===== config.mk =====
export PLATFORM = sky130hd
export DESIGN_NAME = pfa_cell
export DESIGN_NICKNAME = d
export VERILOG_FILES = /design/src/hw/rtl/page_frame_allocator_oldest_victim_macros.svh /design/src/hw/rtl/pfa_pkg.sv /design/src/hw/rtl/pfa_cell.sv
export SDC_FILE = /design/constraint.sdc
export NUM_CORES = 1
export LEC_CHECK = 0
export BUFFER_PORTS_ARGS = -buffer_cell sky130_fd_sc_hd__buf_2
export CAP_MARGIN = 15
export CELL_PAD_IN_SITES_DETAIL_PLACEMENT = 0
export CELL_PAD_IN_SITES_GLOBAL_PLACEMENT = 2
export CORE_UTILIZATION = 29
export CTS_CLUSTER_SIZE = 40
export DETAILED_ROUTE_END_ITERATION = 10
export PLACE_DENSITY_LB_ADDON = 0.1
export SETUP_SLACK_MARGIN = 0.2
export SLEW_MARGIN = 5
export SYNTH_ARGS = -nofsm -noshare
export SYNTH_HDL_FRONTEND = slang
export SYNTH_SLANG_ARGS = --single-unit

===== constraint.sdc =====
create_clock -name i_clk -period 3.5 [get_ports i_clk]
set_input_delay 0.525 -clock i_clk [delete_from_list [all_inputs] [get_ports i_clk]]
set_output_delay 0.525 -clock i_clk [all_outputs]
set_load 0.05 [all_outputs]

===== src/hw/rtl/page_frame_allocator_oldest_victim_macros.svh =====
// assertion macros for the frame allocator
`ifndef PAGE_FRAME_ALLOCATOR_OLDEST_VICTIM_MACROS_SVH
`define PAGE_FRAME_ALLOCATOR_OLDEST_VICTIM_MACROS_SVH

`ifndef NO_ASSERTIONS
// same-cycle implication
`define PFA_ASSERT_NOW(label, ante, cons) \
    label: assert property (@(posedge i_clk) disable iff (!i_rst_n) (ante) |-> (cons)) \
        else $error("frame allocator check failed");
// next-cycle implication
`define PFA_ASSERT_NEXT(label, ante, cons) \
    label: assert property (@(posedge i_clk) disable iff (!i_rst_n) (ante) |=> (cons)) \
        else $error("frame allocator check failed");
`else
`define PFA_ASSERT_NOW(label, ante, cons)
`define PFA_ASSERT_NEXT(label, ante, cons)
`endif

`endif


===== src/hw/rtl/pfa_pkg.sv =====
package pfa_pkg;

    localparam int FRAMES    = 128;
    localparam int PAGE_BITS = 8;
    localparam int STAMP_W   = 32;
    localparam int IDX_W     = $clog2(FRAMES);
    localparam int CNT_W     = $clog2(FRAMES + 1);

    localparam logic [7:0] FRAMES_RESET = 8'd128;

    // search record handed from cell to cell
    typedef struct packed {
        logic                 valid;
        logic                 free;
        logic                 have_best;
        logic [IDX_W-1:0]     idx;
        logic [STAMP_W-1:0]   stamp;
        logic [PAGE_BITS-1:0] page;
    } t_cand;

    // broadcast update of the chosen frame
    typedef struct packed {
        logic                 en;
        logic [IDX_W-1:0]     idx;
        logic [PAGE_BITS-1:0] page;
        logic [STAMP_W-1:0]   stamp;
    } t_wr;

endpackage


===== src/hw/rtl/pfa_cell.sv =====
module pfa_cell
    import pfa_pkg::*;
(
    input  logic             i_clk,
    input  logic             i_rst_n,
    input  logic [IDX_W-1:0] i_idx,
    input  logic [CNT_W-1:0] i_active,
    input  t_cand            i_cand,
    input  t_wr              i_wr,
    output t_cand            o_cand
);

    logic                 r_used;
    logic [PAGE_BITS-1:0] r_page;
    logic [STAMP_W-1:0]   r_stamp;
    t_cand                r_cand;
    t_cand                n_cand;
    logic                 w_examine;
    logic                 w_hit;

    assign w_examine = CNT_W'(i_idx) < i_active;
    assign w_hit     = i_wr.en && (i_wr.idx == i_idx);

    always_comb begin
        n_cand = i_cand;
        if (i_cand.valid && w_examine && !i_cand.free) begin
            if (!r_used) begin
                n_cand.free = 1'b1;
                n_cand.idx  = i_idx;
            end else if (!i_cand.have_best || (r_stamp < i_cand.stamp)) begin
                // strict compare keeps the lowest index on equal stamps
                n_cand.have_best = 1'b1;
                n_cand.idx       = i_idx;
                n_cand.stamp     = r_stamp;
                n_cand.page      = r_page;
            end
        end
    end

    always_ff @(posedge i_clk) begin
        if (!i_rst_n) begin
            r_used <= 1'b0;
            r_cand <= '0;
        end else begin
            r_cand <= n_cand;
            if (w_hit) begin
                r_used <= 1'b1;
            end
        end
    end

    always_ff @(posedge i_clk) begin
        if (w_hit) begin
            r_page  <= i_wr.page;
            r_stamp <= i_wr.stamp;
        end
    end

    assign o_cand = r_cand;

endmodule


# Yosys cells after proc, flatten, opt, wreduce, memory -nomap -nowiden
# Index checks and enable logic that the tools add are counted.
# W data, S select, Z words.
[op_classes]
n_lt_le_gt_ge = 2
mux = 6
n_eq_ne = 1
n_reduce_logical = 6
[op_table]
columns = ["cell", "n"]
rows = [
  ["$mux W49", 1],
  ["$mux W48", 1],
  ["$mux W40", 1],
  ["$lt A32 B32 Y1", 1],
  ["$lt A7 B8 Y1", 1],
  ["$eq A7 B7 Y1", 1],
  ["$mux W7", 1],
  ["$logic_and A1 B1 Y1", 3],
  ["$logic_not A1 Y1", 2],
  ["$mux W1", 2],
  ["$logic_or A1 B1 Y1", 1],
]
[totals]
wordCells = 24
out_inout_bits = 50
register_bits = 91
inputBits = 115

# Logic depth before layout (Yosys ltp)
# Gate-level depths: netlist (run 1).
[logic_depth]
word_depth = 5
ltp_mapped = 9
ltp_nobuf = 8

# Worst setup path before layout (run 1)
# Ideal clock, no wire load.
[synth_path]
kind = "input to register"
startpoint = "input i_idx[3]"
endpoint = "register r_page[0] (enable)"
setup_time_ps = 439
path_stages = 3
t_arrival_ps = 2499
path_buffers = 0
setup_slack_ps = 562
t_required_ps = 3061
cell_sequence = "xnor2_1 -> nand4_1 -> nor2_1"
[synth_via]
elab_chain_len = 2
[synth_rtl]
columns = ["element", "line_no", "rtl"]
rows = [
  ["start: declaration", "pfa_cell.sv:6", "input logic [IDX_W-1:0] i_idx,"],
  ["$eq A7 B7 Y1", "pfa_cell.sv:22", "assign w_hit = i_wr.en && (i_wr.idx == i_idx);"],
  ["$logic_and A1 B1 Y1", "pfa_cell.sv:22", ""],
  ["net w_hit", "pfa_cell.sv:19", "logic w_hit;"],
  ["end signal: assignment", "pfa_cell.sv:54", "r_page <= i_wr.page;"],
  ["end: declaration", "pfa_cell.sv:14", "logic [PAGE_BITS-1:0] r_page;"],
]
# The timed path passes the listed nets, and every way through them passes these cells.
# A chain may end at the register's enable or synchronous reset.

# Worst setup path after layout (run 1)
[layout_path]
startpoint = "register r_stamp[11]"
endpoint = "register r_cand (netlist bit o_cand[14])"
[layout_via]
elab_chain_len = 5
[layout_rtl]
columns = ["element", "line_no", "rtl"]
rows = [
  ["start: declaration", "pfa_cell.sv:15", "logic [STAMP_W-1:0] r_stamp;"],
  ["start signal: assignment", "pfa_cell.sv:55", "r_stamp <= i_wr.stamp;"],
  ["$lt A32 B32 Y1", "pfa_cell.sv:30", "end else if (!i_cand.have_best || (r_stamp < i_cand.stamp)) begin"],
  ["$logic_or A1 B1 Y1", "pfa_cell.sv:30", ""],
  ["$mux W48", "pfa_cell.sv:30", ""],
  ["$mux W40", "pfa_cell.sv:27", "if (!r_used) begin"],
  ["$mux W49", "pfa_cell.sv:26", "if (i_cand.valid && w_examine && !i_cand.free) begin"],
  ["end signal: assignment", "pfa_cell.sv:45", "r_cand <= n_cand;"],
  ["end: declaration", "pfa_cell.sv:16", "t_cand r_cand;"],
]
# Every way passes these cells.

==> results list, run 1 <==
- Yosys mapped a number of flops with a built-in enable equal to 40.
- P per Cell Area: 436.8 nW/um^2
- STA puts the critical path data arrival time at 2920 ps.
* Global-route total usage across every layer: 0.1424
- Total setup violations reported at the end of the flow: 0
- Between clock sinks in the finished design, the worst skew comes to 5.305 ps.
- Number of register bits inferred by synthesis: 91
- Final weighted congestion of routability-driven global placement: 0.7530
- Synthesis produced a netlist with a net count of 554.
* Total internal power: 0.001752 W
- The routed design has 10400 um of wire.
* Number of max-capacitance violations reported: 0
* Sum Neg Setup Slack: 0 ps
- The die is 123.2 um tall.
* Count of port buffers added during placement: 164
- Pin count of the biggest net entering global routing: 99
- Number of buffers created by CTS: 9
- For this run, the register share of the synthesized area comes to 0.5217.
- Measured against its own limit, the worst slew margin works out to 0.3565.
- Diodes inserted: 0
- At the placement stage, the worst setup path has a slack of 589.6 ps.
- Data required time of the worst path: 3770 ps
- Largest incremental delay on the critical path: 460 ps
- Setup slack closes at 847.1 ps.
* Number of instances in the placed design: 736
- Max clock buf depth: 2
* Slowest cell on crit path: a2111oi_4
* Signed area change from the synthesized netlist to the final layout: 30.26%
* Slew at the pin closest to its max-slew limit: 965.3 ps
- Setup repair after global routing left no endpoint under its margin.
- Hold violation total from the final report: 0
- Clock latency on the worst-skew pair, taken at its later pin, is 340 ps.
- Net count, final: 719
- Worst vdd rail ir drop: 277.4 uV
* Number of H-tree levels: 3
* Detailed placement HPWL: 7633 um
- The region available for standard cell placement spans 14100 um^2.
- Initial DRC count: 117
- Area share of the largest cell type after synthesis: 0.2820
* Number of gates resized after cts: 0
- Initial antenna violation count: 0
- Switching share of power: 0.2769
- Across all layers, the routed design uses 3311 vias.
- The die is 123.2 um wide.
* Initial cell density of the core: 0.3021
- The cell family contributing the most delay on the critical path is compound AO/OA/AOI/OAI gates.
- Ports placed on the boundary: 165
- In the finished design, the share of the clock period the worst path needs comes to 0.7580.
- In this run the worst hold path is classified as in -> reg.
- Status: finished clean
- Cell leakage power: 2.588 nW
- The first TritonRoute pass finished after 4 iterations.
- Syn_area_per_cell: 10.59 um^2
- For this run, the share of the core covered by cells in the final layout is 0.3936.
- Share of total power in combinational logic: 0.153
- Number of global-route vias before repair: 3251
* Startpoint Class: flip-flop
* Sequential group share of total power: 0.477
* Worst setup path class: reg -> reg
- Reg2reg setup slack: 850 ps
* Post-detailed-route count of antenna-violating nets: 0
* Post-CTS setup-driven buffer insertion count: 0
- Dividing the detail-routed via count by the number of cells gives 4.403.
* CTS tree: done
- Total number of clock tree sinks: 91
* Period minus WS final: 2653 ps
- The first global-routing pass estimated 15770 um of wire.
- Counting the fill cells in the layout gives 1449.
- After clock tree synthesis, the clock-pin slew on the worst setup and hold paths is 60 ps.
- Of all nets on the critical path, the largest fanout is 33.
* Row Count: 43
- Yosys attributes the largest share of cell area to edfxtp_1 28%, dfxtp_1 24%, mux2i_1 11%.
* Number of warnings printed during yosys synthesis: 0
* Yosys cell types: 38
- Maximum frequency from static timing analysis: 376.9 MHz
- Count of pins over their slew limit: 0
* CTS Root Buffer Type: clkbuf_16
* Dominant synthesized flop cell: dfxtp_1
* Share of total power in the clock network: 0.370
- After detailed routing, the average wire length per cell comes to 13.83 um.
- Sw power: 0.0006711 W
* Proportion of layout cells with a drive suffix above 1: 0.3322
- The number of hold buffers added after CTS was 0.
- Async set-or-reset flop fraction in the synthesized netlist: 0
- Summed over all instances, the cell type with the most area after synthesis is edfxtp_1.
- Area enclosed by the die boundary: 15170 um^2
* Buffers & Inverters on Critical Path: 1
* Count of non-filler cells in the finished layout: 752
- Walking the worst path, the cells encountered are ha_1 > a21oi_1 > o21ai_0 > a221oi_1 > o22ai_2 > a2111oi_4 > buf_12 > mux2i_1.
- In the synthesized netlist, the number of instances is 402.
- Element type at the critical path end: flip-flop
- In the routed design, unresolved DRC markers number 0.
- Synth Cell Area: 4259 um^2
* GR Overflow Total: 0
-- cell families after synthesis --
| kind of cell | Yosys count | share of synthesized area |
|---|---|---|
| AOI/OAI and AO/OA | 38 | 0.06581 |
| adders and majority gates | 37 | 0.1087 |
| and+or+nand+nor | 129 | 0.1251 |
| muxes | 47 | 0.1105 |
| buffers and inverters | 53 | 0.05376 |
| DFF | 91 | 0.5217 |
| xor gates and xnor gates | 7 | 0.01440 |
-- per-stage QoR --
step / power [W] / instance area, um^2 / hold WS, ps
floorplan: 0.001416 / 4259 / 482.5
global placement: 0.001553 / 5279 / 488.5
detailed placement: 0.001555 / 5279 / 499.5
CTS: 0.002477 / 5548 / 330.8
global route: 0.002546 / 5548 / 324.6
finish: 0.002423 / 5548 / 352.5
-- registers in the layout, indices dropped and copies added (netlist names) --
signal and flops:
r_used 1, r_stamp 32, o_cand 50, r_page 8
-- per-layer routing --
metal / share of wire / global-route usage / vias up
met1: 0.44 / 0.1677 / 1491
li1: - / - / 1696
met5: 0 / 0 / -
met2: 0.46 / 0.2360 / 115
met4: 0.017 / 0.06099 / 0
met3: 0.076 / 0.04705 / 9
-- cell usage after synthesis (4+ instances only) --
library cell    n
nand2_1       106
dfxtp_1        51
mux2i_1        47
edfxtp_1       40
inv_1          38
ha_1           37
a21oi_1        13
clkbuf_1       10
xnor2_1         7
nor2_1          6
nand4_1         5
o21a_1          5
buf_6           4
o21ai_0         4
-- cell usage in the layout, fill, tap and decap left out, drive strengths merged --
master / n
a2111o: 1
a2111oi: 1
a211oi: 1
a21boi: 1
a21o: 2
a21oi: 14
a221oi: 1
a22oi: 1
and2: 1
and4: 1
buf: 169
clkbuf: 9
clkinv: 5
clkinvlp: 1
dfxtp: 51
edfxtp: 40
ha: 37
inv: 39
mux2i: 47
nand2: 106
nand2b: 3
nand3: 2
nand4: 5
nor2: 6
nor2b: 1
nor3: 2
nor3b: 1
nor4: 1
o2111ai: 1
o211a: 1
o211ai: 2
o21a: 5
o21ai: 5
o22ai: 1
o31ai: 1
xnor2: 7
-- cell type report --
cell class,count,area [um^2],area share
Clock inverter,7,43.79,0.007894
Inverter,38,142.6,0.02571
Tap cell,180,225.2,0.04060
Timing Repair Buffer,169,873.3,0.1574
Sequential cell,91,2222,0.4005
Multi-Input combinational cell,258,1815,0.3272
Clock buffer,9,225.2,0.04060
-- worst paths after layout --
path,end,depth (start not counted),from
setup reg to reg,o_cand[14],8,r_stamp[11]
hold / removal,r_stamp[7],1,i_wr[7]
hold reg to reg,o_cand[1],2,r_page[1]
setup / recovery,o_cand[14],8,r_stamp[11]
-- power by group through the flow --
stage	combinational (W)	sequential, W	clock [W]
2_1_floorplan	0.000118	0.00130	0
3_3_place_gp	0.000374	0.00118	0
3_5_place_dp	0.000376	0.00118	0
4_1_cts	0.000378	0.00116	0.000944
5_1_grt	0.000409	0.00116	0.000979
6_report	0.000371	0.00115	0.000897
(Power assumes the default switching activity.)
==> run 2: changes to the inputs <==
--- a/config.mk
+++ b/config.mk
@@ -5,11 +5,12 @@
 export SDC_FILE = /design/constraint.sdc
 export NUM_CORES = 1
 export LEC_CHECK = 0
+export ABC_AREA = 1
 export BUFFER_PORTS_ARGS = -buffer_cell sky130_fd_sc_hd__buf_2
 export CAP_MARGIN = 15
 export CELL_PAD_IN_SITES_DETAIL_PLACEMENT = 0
 export CELL_PAD_IN_SITES_GLOBAL_PLACEMENT = 2
-export CORE_UTILIZATION = 29
+export CORE_UTILIZATION = 25
 export CTS_CLUSTER_SIZE = 40
 export DETAILED_ROUTE_END_ITERATION = 10
 export PLACE_DENSITY_LB_ADDON = 0.1
==> constraint.sdc (replaced) <==
create_clock -name i_clk -period 2.4 [get_ports i_clk]
set_input_delay 0.36 -clock i_clk [delete_from_list [all_inputs] [get_ports i_clk]]
set_output_delay 0.36 -clock i_clk [all_outputs]
set_load 0.05 [all_outputs]
==> run 2 against run 1 <==
Core utilization fell by 4.5 points. Critical path depth increased by 4. Synthesized area fell by 0.76%. Sequential share of layout area decreased by 1.5 points. Clock power rose by 61%. Via count up 8.0%. Cell area rose by 3.9%.
==> results list, run 2 <==
* Final weighted congestion of routability-driven global placement: 0.7386 (-1.9%)
- The first-iteration detailed-routing DRC count was 151 (+29%).
* Total number of clock tree sinks: 91 (unchanged)
* Post-detailed-route count of antenna-violating nets: 0 (unchanged)
- The flow ran to the end, and the final reports show no timing, DRC or antenna violations.
* Number of detailed-routing iterations run before antenna repair: 4 (unchanged)
* Sequential group share of total power: 0.454 (-0.023)
* Post-route total power: 0.003701 W (+53%)
- Data arrival time of the critical path: 2330 ps (-590 ps)
- Switching share of power: 0.2738 (-0.003138)
- The number of buffers inserted during clock tree synthesis came to 9 (unchanged).
- Share of total power in the clock network: 0.390 (+0.020)
* Detailed placement HPWL: 8488 um (+11%)
* Count of port buffers added during placement: 164 (unchanged)
- The cell area after placement was 5319 um^2 (+0.76%).
* Period minus WS final: 2094 ps (-559.2 ps)
- Clock-pin slew of the registers on the worst-case setup and hold paths: 70 ps (about the same)
- Number of warnings printed during yosys synthesis: 0 (unchanged)
* Worst min-delay path category: in -> reg
* CTS tree: done
* Total internal power: 0.002687 W (+53%)
- Top delay family on crit path: simple AND/OR/NAND/NOR gates
* Net Count, Synth: 605 (+9.2%)
* Final Hold Slack: 186.7 ps (-165.8 ps)
* Per-cell routed wire length: 14.26 um (+3.1%)
- Initial cell density of the core: 0.2558 (-0.04637)
- Number of enable-type register cells in the synthesized netlist: 40 (unchanged)
- The number of buffers on the longest clock path is 2 (unchanged).
- The library cell used most frequently in the layout, excluding fill and tap cells, is buf_2.
* Maximum frequency from static timing analysis: 477.6 MHz (+27%)
- Proportion of layout cells with a drive suffix above 1: 0.3541 (+0.02190)
- Final worst-path cycle share: 0.8724 (+0.1144)
* Number of max-capacitance violations reported: 0 (unchanged)
- The net total in the final layout is 774 (+7.6%).
- The static power due to leakage is 2.836 nW (+9.5%).
- Reg2reg setup slack: 310 ps (-540 ps)
- The root buffer cell chosen for the clock tree is clkbuf_16.
- List of cells traversed by the critical path: ha_1 > a21oi_2 > o21ai_0 > nand2_1 > o211ai_1 > nor2_2 > nand2_2 > nand2_4 > nand2_8 > clkbuf_16 > o21ai_1 > nor2_1
- Async set-or-reset flop fraction in the synthesized netlist: 0 (unchanged)
- Sum of routed wire length over all layers: 12080 um (+16%)
* Total setup violations reported at the end of the flow: 0 (unchanged)
* Worst slew margin relative to its limit: 0.5769 (+0.2205)
- The number of rows in the core area came to 47 (+9.3%).
- CORE AREA: 16520 um^2 (+17%)
- By startpoint and endpoint, the worst setup path is classified as reg -> reg.
* Number of vias in the routed layout: 3576 (+8.0%)
- Number of cells produced by synthesis: 453 (+13%)
* Area share of the largest cell type after synthesis: 0.2842 (+0.002171)
- Most used cells in the layout excluding fill and tap cells: 164 x buf_2, 63 x inv_1, 62 x a21oi_1
* Post-route cell area: 5762 um^2 (+3.9%)
- Pin count of the biggest net entering global routing: 42 (-58%)
- The required time of the critical path came to 2640 ps (-1130 ps).
- Proportion of synthesized chip area in sequential cells: 0.5258 (+0.004016)
- Library cell with the largest summed area after synthesis: edfxtp_1
* P per Cell Area: 642.3 nW/um^2 (+47%)
- Largest driver fanout on the critical path: 12 (-64%)
- Fraction of synthesized area in multiplexers: 0 (-0.1105)
- The number of flip-flops under the largest register name was 50 (unchanged).
* Element type at the critical path end: flip-flop
* Hold violation total from the final report: 0 (unchanged)
* Synth Cell Area: 4227 um^2 (-0.76%)
- Area enclosed by the die boundary: 17430 um^2 (+15%)
- The portion of total power attributed to combinational logic was 0.156 (+0.003).
- By area, the combinational part of the netlist is dominated by compound AO/OA/AOI/OAI gates.
- Number of fillers in the final layout: 1736 (+20%)
- Number of global-route vias before repair: 3591 (+10%)
- Most frequently used cell type in the post-synthesis netlist: a21oi_1
* Share of synthesized cell area in and, or, nand and nor gates: 0.1285 (+0.003332)
- Yosys cell types: 28 (-26%)
* Slew at the pin closest to its max-slew limit: 634.6 ps (-330.7 ps)
* Startpoint Class: flip-flop
- The synthesized-area fraction occupied by adder cells came to 0.1095 (+0.0008366).
- DRC viols: 0 (unchanged)
* Diodes inserted: 0 (unchanged)
- The via count normalized by instance count is 4.222 (-4.1%).
- The count of buffering cells on the critical path with inverters included is 1 (unchanged).
- The maximum vdd ir drop was 318.0 uV (+15%).
- The maximum single-stage delay on the critical path came to 400 ps (-60 ps).
- Cell types occupying the most area after synthesis: edfxtp_1 28%, dfxtp_1 24%, ha_1 11%
* Slowest cell on crit path: edfxtp_1
- The wire length of the first global-routing pass was 18760 um (+19%).
- Fraction of the mapped netlist area in compound gates: 0.1382 (+0.07244)
* GR Overflow Total: 0 (unchanged)
* Clock Skews: 7.941 ps (+2.636 ps)
* Clk_lat worst skew: 340 ps (about the same)
* Count of pins over their slew limit: 0 (unchanged)
- Syn_area_per_cell: 9.330 um^2 (-12%)
- Global-route total usage across every layer: 0.1411 (-0.001250)
- # hold bufs at CTS: 0 (unchanged)
- The number of antenna violations at the first check in global routing was 1 (+1).
- Setup repair after global routing missed its margin: yes
- Sw power: 0.001013 W (+51%)
- The xor and xnor area share after synthesis is 0.01036 (-0.004034).
* Number of register bits inferred by synthesis: 91 (unchanged)
* Chip width: 132.0 um (+7.2%)
- The vertical die dimension is 132.0 um (+7.2%).
- Dominant synthesized flop cell: dfxtp_1
- The final-layout setup total negative slack was 0 ps (unchanged).
* Signed area change from the synthesized netlist to the final layout: 36.32%
- Ports placed on the boundary: 165 (unchanged)
- By count the netlist is led by 66 x a21oi_1, 63 x inv_1, 59 x nor2_1.
- The number of H-tree levels is 3 (unchanged).
## run 2: worst reg2reg max path, stage by stage (launching register included)
cell and delay, ps:
edfxtp_1 400, ha_1 320, a21oi_2 130, o21ai_0 80, nand2_1 70, o211ai_1 120, nor2_2 160, nand2_2 100
nand2_4 150, nand2_8 90, clkbuf_16 190, o21ai_1 120, nor2_1 60
## run 2: cells by family (layout without fill, tap and decap cells)
family / after synthesis / count (layout)
simple gates: 122 / 122
compound gates: 115 / 115
flops: 91 / 91
buf+inv: 83 / 257
fa+ha+maj: 37 / 37
xor+xnor: 5 / 5
## run 2: cell type report
type	instances	area, um^2	area share
Inverter	64	240.2	0.04169
Timing Repair Buffer	177	985.9	0.1711
Multi-Input combinational cell	279	1738	0.3016
Sequential cell	91	2222	0.3857
Tap cell	220	275.3	0.04777
Clock buffer	13	281.5	0.04886
Clock inverter	3	18.77	0.003257
## run 2: power groups by stage
| stage | logic, W | registers, W | clock network, W |
|---|---|---|---|
| floorplan | 0.000188 | 0.00189 | 0 |
| global placement | 0.000570 | 0.00172 | 0 |
| detailed placement | 0.000571 | 0.00171 | 0 |
| CTS | 0.000573 | 0.00168 | 0.00151 |
| global route | 0.000636 | 0.00168 | 0.00158 |
| finish | 0.000577 | 0.00168 | 0.00144 |
## run 2: metal layers
layer,routed length [um],GRT usage,vias up,share of wire
met4,122,0.03682,0,0.010
met3,860,0.05690,9,0.071
met2,5779,0.2422,106,0.48
met5,0,0,-,0
met1,5315,0.1622,1611,0.44
li1,-,-,1850,-
## run 2: what timing repair did
action / 4_1_cts / 5_1_grt
buffers inserted: 0 / 2
setup endpoints to repair: 0 / 47
gates resized for setup: 0 / 20
## run 2: worst paths after layout
kind | from | end | depth (start not counted)
setup / recovery | r_stamp[27] | o_cand[4] | 12
hold / removal | i_wr[19] | r_stamp[19] | 1
setup reg to reg | r_stamp[27] | o_cand[4] | 12
hold reg to reg | r_used | r_used | 2
## run 2: stage by stage
stage | util | cells | worst slack (ps)
finish | 0.3487 | 847 | 306.3
global route | 0.3487 | 847 | 145.2
CTS | 0.3400 | 844 | 221.1
detailed placement | 0.3219 | 828 | 125.0
global placement | 0.3219 | 828 | 140.7
floorplan | - | 453 | 285.9
